**src/hw/rtl/tna_pkg.sv**
```systemverilog
package tna_pkg;

  localparam int VERTEX_DEPTH = 4096;
  localparam int COORD_BITS   = 16;
  localparam int INDEX_BITS   = 12;
  localparam int VERTEX_W     = 3 * COORD_BITS;

  // datapath widths
  localparam int DIFF_W  = COORD_BITS + 1;
  localparam int MUL_W   = DIFF_W + 1;
  localparam int PROD_W  = 2 * MUL_W;
  localparam int CROSS_W = 2 * DIFF_W + 1;
  localparam int MAG_W   = CROSS_W - 1;
  localparam int HALF_W  = MAG_W / 2;
  localparam int SQ_W    = 2 * MAG_W;
  localparam int SUM_W   = SQ_W + 2;
  localparam int ROOT_W  = SUM_W / 2;
  localparam int QUO_W   = 31;
  localparam int NORM_W  = 16;
  localparam int AREA_W  = 36;
  localparam int CNT_W   = 6;

  localparam int S_ITERS   = SUM_W / 2;
  localparam int N_ITERS   = (QUO_W + 1) / 2;
  localparam int DIV_ITERS = QUO_W;

  localparam logic OP_LOAD = 1'b0;
  localparam logic OP_TRI  = 1'b1;

  typedef struct packed {
    logic                          opcode;
    logic        [INDEX_BITS-1:0]  vertex_index;
    logic signed [COORD_BITS-1:0]  coord_x;
    logic signed [COORD_BITS-1:0]  coord_y;
    logic signed [COORD_BITS-1:0]  coord_z;
    logic        [INDEX_BITS-1:0]  corner_a;
    logic        [INDEX_BITS-1:0]  corner_b;
    logic        [INDEX_BITS-1:0]  corner_c;
  } in_t;

  typedef struct packed {
    logic signed [NORM_W-1:0] normal_x;
    logic signed [NORM_W-1:0] normal_y;
    logic signed [NORM_W-1:0] normal_z;
    logic        [AREA_W-1:0] area;
    logic                     degenerate;
  } out_t;

  typedef struct packed {
    logic signed [COORD_BITS-1:0] z;
    logic signed [COORD_BITS-1:0] y;
    logic signed [COORD_BITS-1:0] x;
  } vtx_t;

  typedef struct packed {
    logic             start;
    logic [CNT_W-1:0] iters;
  } sqrt_req_t;

  typedef enum logic [3:0] {
    ST_IDLE,
    ST_READ,
    ST_CROSS,
    ST_ABS,
    ST_SQUARE,
    ST_SROOT,
    ST_SWAIT,
    ST_DLOAD,
    ST_DIV,
    ST_NROOT,
    ST_NWAIT,
    ST_DONE
  } state_t;

endpackage

```
**src/hw/rtl/tna_isqrt.sv**
```systemverilog
module tna_isqrt (
  input  logic                          clk,
  input  logic                          rst_n,
  input  tna_pkg::sqrt_req_t            req,
  input  logic [tna_pkg::SUM_W-1:0]     operand,
  output logic                          done,
  output logic [tna_pkg::ROOT_W-1:0]    root
);

  localparam int REM_W = tna_pkg::ROOT_W + 3;

  logic [tna_pkg::SUM_W-1:0]  op_r, op_nxt;
  logic [REM_W-1:0]           rem_r, rem_nxt;
  logic [tna_pkg::ROOT_W-1:0] root_r, root_nxt;
  logic [tna_pkg::CNT_W-1:0]  cnt_r, cnt_nxt;
  logic                       busy_r, busy_nxt;
  logic                       done_r, done_nxt;
  logic [REM_W-1:0]           rem_sh;
  logic [REM_W-1:0]           trial;

  // one root bit per cycle, operand consumed two bits at a time from the top
  always_comb begin
    rem_sh   = {rem_r[REM_W-3:0], op_r[tna_pkg::SUM_W-1 -: 2]};
    trial    = {1'b0, root_r, 2'b01};
    op_nxt   = op_r;
    rem_nxt  = rem_r;
    root_nxt = root_r;
    cnt_nxt  = cnt_r;
    busy_nxt = busy_r;
    done_nxt = 1'b0;
    if (req.start) begin
      op_nxt   = operand;
      rem_nxt  = '0;
      root_nxt = '0;
      cnt_nxt  = req.iters;
      busy_nxt = 1'b1;
    end else if (busy_r) begin
      op_nxt = {op_r[tna_pkg::SUM_W-3:0], 2'b00};
      if (rem_sh >= trial) begin
        rem_nxt  = rem_sh - trial;
        root_nxt = {root_r[tna_pkg::ROOT_W-2:0], 1'b1};
      end else begin
        rem_nxt  = rem_sh;
        root_nxt = {root_r[tna_pkg::ROOT_W-2:0], 1'b0};
      end
      cnt_nxt = cnt_r - 1'b1;
      if (cnt_r == tna_pkg::CNT_W'(1)) begin
        busy_nxt = 1'b0;
        done_nxt = 1'b1;
      end
    end
  end

  always_ff @(posedge clk) begin
    if (!rst_n) begin
      busy_r <= 1'b0;
      done_r <= 1'b0;
    end else begin
      busy_r <= busy_nxt;
      done_r <= done_nxt;
    end
    op_r   <= op_nxt;
    rem_r  <= rem_nxt;
    root_r <= root_nxt;
    cnt_r  <= cnt_nxt;
  end

  assign done = done_r;
  assign root = root_r;

endmodule

```
**config.mk**
```make
export PLATFORM = sky130hd
export DESIGN_NAME = tna_isqrt
export DESIGN_NICKNAME = d
export VERILOG_FILES = /design/src/hw/rtl/tna_pkg.sv /design/src/hw/rtl/tna_isqrt.sv
export SDC_FILE = /design/constraint.sdc
export NUM_CORES = 1
export LEC_CHECK = 0
export ABC_AREA = 0
export BUFFER_PORTS_ARGS = -buffer_cell sky130_fd_sc_hd__buf_4
export CAP_MARGIN = 20
export CORE_AREA = 2 2 125 127
export CTS_CLUSTER_DIAMETER = 40
export CTS_CLUSTER_SIZE = 12
export DETAILED_ROUTE_END_ITERATION = 12
export DIE_AREA = 0 0 127 129
export PLACE_DENSITY_LB_ADDON = 0.1
export SLEW_MARGIN = 40
export SYNTH_ARGS = -nofsm -noshare
export SYNTH_HDL_FRONTEND = slang
export SYNTH_SLANG_ARGS = --single-unit
export TNS_END_PERCENT = 100
```
**constraint.sdc**
```tcl
create_clock -name clk -period 3.5 [get_ports clk]
set_input_delay 0.35 -clock clk [delete_from_list [all_inputs] [get_ports clk]]
set_output_delay 0.35 -clock clk [all_outputs]
set_load 0.02 [all_outputs]
```
After elaboration in Yosys (flattened, before gate mapping):

Cells that the tools add are included.

* flip-flop bits (word level): 149
* latch bits: 0
* bits in writable memories: 0
* memory bits (read-only): 0
* input bits: 79
* word-level logic and storage cells: 24
* memories: 0

* add/subtract/negate cells: 2
* multiply operators: 0
* div/mod/pow operators: 0
* $lt $le $gt $ge: 1
* equality and inequality tests: 1
* shift operators: 0
* muxes and demuxes: 10
* bitwise operators: 2
* reduce and logical (&&, ||, !) cells: 2

Operators with widths (number)
* $mux 70: 2
* $ge 38x37->1: 1
* $mux 36: 1
* $sub 36x36->36: 1
* $mux 6: 2
* $eq 6x1->1 const B: 1
* $sub 6x1->6 const B: 1
* $mux 1: 5
* $reduce_or 3->1: 1
* $not 1->1: 2
* $reduce_bool 2->1: 1

Depth between registers and ports, before layout:

Gate-level depths: netlist of run 1.

* depth after elaboration: 4
* gate-level depth with buffers: 13
* mapped depth without buffers: 10

Least setup slack after synthesis of run 1:

Ideal clock, no wire load.

* path type: reg2reg
* start point: reg busy_r
* end point: reg rem_r[22]
* library setup time: 220 ps
* arrival time: 2646 ps
* required time: 3280 ps
* path slack: 634 ps
* cell stages (with the launch flop): 6
* clock period less this slack: 2866 ps
* cell sequence: dfxtp_1 > clkbuf_1 > clkbuf_1 > nor2_1 > inv_1 > o32ai_1

RTL lines
* from (decl): line tna_isqrt.sv:16 `logic busy_r, busy_nxt;`
* from (signal assigned): line tna_isqrt.sv:59 `busy_r <= busy_nxt;`
* to (signal assigned): line tna_isqrt.sv:63 `rem_r <= rem_nxt;`
* to (decl): line tna_isqrt.sv:13 `logic [REM_W-1:0] rem_r, rem_nxt;`

Worst setup path after layout of run 1:

* start point: reg root_r (netlist bit root[5])
* end point: reg rem_r[4]

* cells in the longest elaborated chain, start to end: 2

Ends and longest elaborated chain
* from (decl): line tna_isqrt.sv:14 `logic [tna_pkg::ROOT_W-1:0] root_r, root_nxt;`
* from (signal assigned): line tna_isqrt.sv:64 `root_r <= root_nxt;`
* $ge 38x37->1: line tna_isqrt.sv:39 `if (rem_sh >= trial) begin`
* $mux 36: line tna_isqrt.sv:39

No other way between the ends.
A chain may end at the register's enable or synchronous reset.

==> results by group, run 1 <==
Layout
  – Finished Cell Area: roughly 0.010 sq mm
  – Filler instances: approximately 1,200
  – Antenna fix cells: 0
  – Share of layout cells above drive strength 1: 0.2559
  – Area Growth Syn to Fin: 17.74%
  – Nets@finish: 1,079
  – Multi-input logic area: ~0.0045 sq mm
  – FF+latch area: 0.003747 sq mm

CTS
  – Clock Path Buffers: 2
  – Setup repair bufs after CTS: 0
  – Clk root buf: clkbuf_16
  – Clock sink total: 149
  – TritonCTS clock tree: yes
  – Clock transition at path regs: approximately 70 ps
  – # hold bufs at CTS: 0
  – Worst-Skew Late Latency: between 400 and 500 ps
  – Resized cells post-CTS: 0
  – Cts bufs inserted: 17
  – Htree depth: 4

Drt
  – Routed len/inst: between 15 and 20 microns
  – Post-DR vias/cell: around 5.9
  – Post-route ant nets: 0
  – Initial drt markers: 471
  – Vias: slightly below 7,000
  – Drt first pass iters: 7
  – DRC violations left: 0
  – Routed wire length: just over 20 mm

Setup path
  – Worst Path Required: 3830 ps
  – CP startpoint kind: flip-flop
  – Crit-path cells: inv_1, ha_1, a21oi_2, o211a_1, nor3_4, o211ai_4, a211oi_4, o21ba_1, buf_4, o21ai_1, a311oi_1
  – CP Capture Type: flip-flop
  – Delay-heaviest family, CP: compound AO/OA/AOI/OAI gates
  – Bufs and invs on worst path: 2
  – Delay of the slowest critical-path stage: 420 ps
  – Arrival @ worst endpoint: roughly 3400 ps
  – Slowest cell on crit path: ha_1
  – Setup CP Type: reg2reg
  – Worst-path fanout max: 13

Logic synthesis
  – Post-synth top area cell: edfxtp_1
  – Post-synthesis register bit count: ~150
  – Synth top area cells: edfxtp_1 (26%), dfxtp_1 (17%), mux2_2 (8.8%), ha_1 (5.6%), mux2i_1 (3.9%)
  – Post-synth EDFFs: 76
  – Async S/R FF share, synth: 0
  – Synth cell types: between 60 and 70
  – Synth warn: 0
  – Post-synth top area share: 0.2628
  – Syn_area_per_cell: ~10 sq um
  – Syn_nets: roughly 980
  – Sequential area share after synthesis: 0.4311
  – Mapped Area: 0.008685 sq mm
  – Post-synth top flop: edfxtp_1
  – Post-synthesis cell count: a little under 900

Pwr
  – Pint: 4942 uW
  – Logic pwr share: 0.527
  – Psw: ~3700 uW
  – Total Power: roughly 8700 uW
  – Seq pwr share: 0.260
  – Net Sw Frac: 0.4297
  – Max rail drop VDD: roughly 0.00057 V
  – Pwr/cell area: 847.4 mW/mm^2
  – Clk network pwr share: 0.213
  – Lkg Pwr: between 0.004 and 0.005 uW

Status
  – Status: complete, no violations

Placement
  – # port buffers: ~110
  – Hpwl dp: around 15 mm
  – GP Congestion: slightly above 0.9
  – DP Area: between 0.009 and 0.01 sq mm

Floorplanning
  – Rows: between 40 and 50
  – Initial Utilization: 0.5799
  – DIE AREA: around 0.016 sq mm
  – I/O pin count: around 120
  – Core ar.: around 0.015 sq mm
  – Die height: 129 microns
  – Die width: approximately 130 microns

GRT
  – GRT Resource Usage Total: 0.2600
  – Initial antenna violation count: 0
  – First-pass GRT wire length: approximately 34 mm
  – Vias in the first global route: 6,866
  – Largest net degree at the start of global routing: 70
  – Grt ovf: 0

Timing
  – Count of final setup violators: 0
  – Crit share post-route: 0.8822
  – Setup TNS: 0 ps
  – Clock Skew: 10.24 ps
  – Slew @ Worst Pin: 750.9 ps
  – Fin Hold WS: roughly 140 ps
  – Max-slew violation count: 0
  – Max Clk Rate: between 300 and 400 MHz
  – Fin crit period: between 3000 and 4000 ps
  – Final hold violations: 0
  – RSZ-0062 raised after global routing: false
  – Relative slew slack: 0.4994

Min path
  – Min-Delay Path Class: in2reg

Flow run
  – Max Cap Violations: 0
[through the flow]
stage	utilization	cells	setup WS, ps
final	0.6827	1161	412.2
after global routing	0.6827	1161	132.4
after CTS	0.6827	1161	420.2
after detailed placement	0.6433	1130	465.2
after global placement	0.6433	1130	552.7
after floorplan	-	865	634.2
[per-layer routing]
| metal | GRT usage | vias up | wire [microns] | part of all wire |
|---|---|---|---|---|
| li1 | - | 3381 | - | - |
| met1 | 0.3234 | 3287 | 9025 | 0.43 |
| met2 | 0.4428 | 210 | 10290 | 0.50 |
| met3 | 0.07277 | 25 | 1210 | 0.058 |
| met4 | 0.08080 | 0 | 263 | 0.013 |
| met5 | 0 | - | 0 | 0 |
[area by class of cell]
| cell class | count | share of cell area |
|---|---|---|
| well taps | 188 | 0.02301 |
| multi-input cells | 613 | 0.4369 |
| inverters | 51 | 0.01872 |
| clock inverters | 14 | 0.01615 |
| clock buffers | 17 | 0.04161 |
| repair buffers | 129 | 0.09716 |
| flip-flops and latches | 149 | 0.3665 |
[power groups by stage]
| stage | Combinational (uW) | Sequential [uW] | Clock, uW |
|---|---|---|---|
| after global placement | 4420 | 2280 | 0 |
| after floorplan | 3600 | 2230 | 0 |
| after CTS | 4490 | 2250 | 1880 |
| after detailed placement | 4470 | 2280 | 0 |
| after global routing | 4980 | 2270 | 1950 |
| final | 4570 | 2250 | 1850 |
[state kept, by name, summed over array words and instances (netlist names)]
name,cells
cnt_r,6
root,35
done,1
busy_r,1
op_r,70
rem_r,36
[cell usage in the layout (no fill, tap or decap), types with 9 or more instances in the layout]
| cell | instances |
|---|---|
| a21o_1 | 9 |
| a21oi_1 | 39 |
| a311oi_1 | 17 |
| a31oi_1 | 12 |
| and2_1 | 9 |
| and3_1 | 13 |
| buf_4 | 127 |
| clkbuf_16 | 17 |
| dfxtp_1 | 72 |
| edfxtp_1 | 76 |
| ha_1 | 39 |
| inv_1 | 50 |
| mux2_2 | 68 |
| mux2i_1 | 34 |
| nand2_1 | 40 |
| nand3_1 | 44 |
| nor2_1 | 89 |
| nor3_1 | 10 |
| o21a_1 | 12 |
| o21ai_0 | 31 |
| o21ai_1 | 19 |
| xnor2_1 | 19 |
| xor2_1 | 11 |
[worst paths after layout]
path,from,endpoint,slack [ps],cells past startpoint
setup / recovery,root[5]$_SDFFE_PP0P_,rem_r[4]$_SDFFE_PP0P_,410,11
hold / removal,rst_n,busy_r$_SDFF_PN0_,140,2
setup reg to reg,root[5]$_SDFFE_PP0P_,rem_r[4]$_SDFFE_PP0P_,410,11
hold reg to reg,rem_r[34]$_SDFFE_PP0P_,rem_r[34]$_SDFFE_PP0P_,480,2
[synth_stat cells, drive strengths merged, types with 19 or more instances]
library cell and count:
edfxtp 76, a311oi 25, a21oi 41, xnor2 19
ha 39, nand2 40, buf 19, dfxtp 73
inv 51, clkbuf 33, mux2 68, mux2i 34
o21ai 50, nand3 47, nor2 89
[cells by family (layout without fill, tap and decap cells)]
logic type                 count (synthesis)  count (layout)  share of synthesized area
AOI/OAI and AO/OA                        211             211                     0.1749
xor gates and xnor gates                  30              30                    0.03025
adders and majority gates                 39              39                    0.05619
buffers and inverters                    103             211                    0.05460
DFF                                      149             149                     0.4311
muxes                                    102             102                     0.1274
and+or+nand+nor                          231             231                     0.1256
Note: power is estimated with default switching activity, not from simulation.
==> run 2, diff against run 1 <==
Settings changed: SKIP_LAST_GASP set to 1.
Clock period 3.5 ns to 3.2 ns, I/O delays scaled along.
==> run 2 against run 1 <==
- sequential cell count did not move
- die area did not move
- register-to-register slack got worse by 190 ps
- global-route usage rose by 0.19 points
- setup slack got worse by 190 ps
- sequential power rose by 9.8%
- total power rose by 11%
- worst hold slack got worse by 19 ps
- non-clock buffer count rose by 15
- combinational power rose by 13%
- sequential share of layout area fell by 0.43 points
- via count rose by 0.77%
- largest cell class unchanged
==> results by group, run 2 (synthesized netlist as in run 1, its figures left out) <==
Drt
  – Drt first pass iters: 5 (-2)
  – Vias: 6,956 (+0.77%)
  – Routed wire length: 20.56 mm (-1.1%)
  – DRC violations left: 0 (unchanged)
  – Post-DR vias/cell: 5.925 (-0.35%)
  – Routed len/inst: 17.51 microns (-2.2%)
  – Post-route ant nets: 0 (unchanged)
  – Initial drt markers: 585 (+24%)

Setup path
  – Worst-path fanout max: 20 (+7)
  – R2R setup slack: 230 ps (-190 ps)
  – Setup CP Type: reg2reg
  – Arrival @ worst endpoint: 3310 ps (-110 ps)
  – FF-to-FF Start: root[4]$_SDFFE_PP0P_
  – CP startpoint kind: flip-flop
  – Worst Path Required: 3540 ps (-290 ps)
  – Worst setup path startpoint: root[4]$_SDFFE_PP0P_
  – CP Capture Type: flip-flop

Timing
  – Fin crit period: 2973 ps (-114.5 ps)
  – Count of final setup violators: 0 (unchanged)
  – Final hold violations: 0 (unchanged)
  – Clock Skew: 6.652 ps (-3.588 ps)
  – Setup TNS: 0 ps (unchanged)
  – Max Clk Rate: 336.3 MHz (+3.9%)
  – Slew @ Worst Pin: 671.0 ps (-79.86 ps)
  – Crit share post-route: 0.9292 (+0.04692)
  – Relative slew slack: 0.5527 (+0.05324)
  – RSZ-0062 raised after global routing: false
  – Max-slew violation count: 0 (unchanged)

Floorplanning
  – Die width: 127 microns (unchanged)
  – I/O pin count: 115 (unchanged)
  – DIE AREA: 0.01638 sq mm (unchanged)
  – Initial Utilization: 0.5799 (unchanged)
  – Core ar.: 0.01498 sq mm (unchanged)
  – Rows: 45 (unchanged)
  – Die height: 129 microns (unchanged)

Pwr
  – Net Sw Frac: 0.4177 (-0.01198)
  – Lkg Pwr: 0.004141 uW (+1.4%)
  – Pwr/cell area: 929.3 mW/mm^2 (+9.7%)
  – Psw: 4016 uW (+7.9%)
  – Pint: 5599 uW (+13%)
  – Logic pwr share: 0.535 (+0.008)
  – Seq pwr share: 0.257 (-0.003)
  – Max rail drop VDD: 0.0007009 V (+23%)
  – Clk network pwr share: 0.208 (-0.005)

Min path
  – Min-Delay Path Class: in2reg
  – Hold path start: rst_n

Layout
  – Area Growth Syn to Fin: 19.13%
  – Number of flip-flops under the largest register name: 70 (unchanged)
  – Finished Cell Area: 0.01035 sq mm (+1.2%)
  – Nets@finish: 1,094 (+1.4%)
  – FF+latch area: 0.003747 sq mm (unchanged)
  – Share of layout cells above drive strength 1: 0.2667 (+0.01082)
  – Filler instances: 1,164 (-1.4%)
  – Multi-input logic area: 0.004469 sq mm (about the same)
  – Antenna fix cells: 0 (unchanged)
  – Cell Count, Final, Fillers Out: 1,174 (+1.1%)
  – Commonest cells after routing, fill and taps aside: buf_4 (141), nor2_1 (89), edfxtp_1 (76)
  – Reg with most FFs: op_r
  – Commonest non-fill, non-tap cell in the layout: buf_4

GRT
  – Initial antenna violation count: 0 (unchanged)
  – First-pass GRT wire length: 34.34 mm (+2.1%)
  – Vias in the first global route: 6,915 (+0.71%)
  – Grt ovf: 0 (unchanged)
  – GR Layer Usage met2: 0.4409 (-0.001898)
  – Met1 Use GR: 0.3257 (+0.002314)
  – Largest net degree at the start of global routing: 62 (-11%)
  – Global route hottest layer: met2
  – Global Route met3 Usage: 0.07775 (+0.004990)
  – GRT Resource Usage Total: 0.2619 (+0.001941)

CTS
  – Clk root buf: clkbuf_16
  – Cts bufs inserted: 17 (unchanged)
  – Clock sink total: 149 (unchanged)
  – # hold bufs at CTS: 0 (unchanged)
  – Worst-Skew Late Latency: 420 ps (about the same)
  – Clock transition at path regs: 60 ps (about the same)
  – Clock Path Buffers: 2 (unchanged)
  – TritonCTS clock tree: yes
  – Htree depth: 4 (unchanged)
  – Resized cells post-CTS: 0 (unchanged)
  – Setup repair bufs after CTS: 0 (unchanged)

Placement
  – Hpwl dp: 14.90 mm (+0.67%)
  – Dpl cells: 1,145 (+1.3%)
  – DP Area: 0.009759 sq mm (+1.3%)
  – # port buffers: 114 (unchanged)
  – GP Congestion: 0.9379 (+0.26%)

Flow run
  – Max Cap Violations: 0 (unchanged)

Status
  – Status: complete, no violations
run 2: cell types whose count changed in the layout (fill, tap and decap cells not counted), sizes merged:
cell and change:
clkinv +1, buf +15, clkbuf +1, bufinv +1
clkinvlp +1, inv -6
run 2: layout make-up:
type                       count  area share
clock buffer                  18     0.04148
clock inverter                11     0.01500
inverter                      51     0.01850
multi-input combinational    613      0.4320
sequential                   149      0.3622
tap                          188     0.02274
timing repair buffer         144      0.1081
run 2: final timing paths:
kind,endpoint,cells after the start
setup / recovery,rem_r[30]$_SDFFE_PP0P_,11
hold / removal,done$_SDFF_PP0_,3
setup reg to reg,rem_r[30]$_SDFFE_PP0P_,11
hold reg to reg,rem_r[35]$_SDFFE_PP0P_,2
run 2: per-layer routing:
| layer | vias up | wire [microns] | part of all wire |
|---|---|---|---|
| met2 | 224 | 9996 | 0.49 |
| met5 | - | 0 | 0 |
| met1 | 3298 | 8875 | 0.43 |
| met4 | 0 | 401 | 0.020 |
| met3 | 32 | 1283 | 0.062 |
| li1 | 3402 | - | - |
run 2: worst max-delay path, stage by stage (launching register included):
cell      delay [ps]
dfxtp_1          370
inv_1             60
ha_1             410
nand4_1          170
nor3_1           190
o31a_1           290
o211ai_4         150
a211oi_4         330
o21bai_2         170
buf_12           190
a211o_1          310
a311oi_2         250
run 2: metrics by stage:
stage	setup slack (ps)	hold slack, ps	util	total power (uW)
after floorplan	334.2	429.1	-	6375
after global placement	317.9	469.6	0.6516	7499
after detailed placement	213.3	490.7	0.6516	7550
after CTS	185.7	115.1	0.6906	9579
after global routing	48.90	136.6	0.6908	10240
final	226.7	123.1	0.6908	9614
run 2: power by group through the flow:
| stage | registers (uW) | clock network, uW | logic [uW] |
|---|---|---|---|
| 2_1_floorplan | 2440 | 0 | 3940 |
| 3_3_place_gp | 2500 | 0 | 5000 |
| 3_5_place_dp | 2500 | 0 | 5050 |
| 4_1_cts | 2470 | 2030 | 5080 |
| 5_1_grt | 2490 | 2120 | 5620 |
| 6_report | 2470 | 2000 | 5150 |
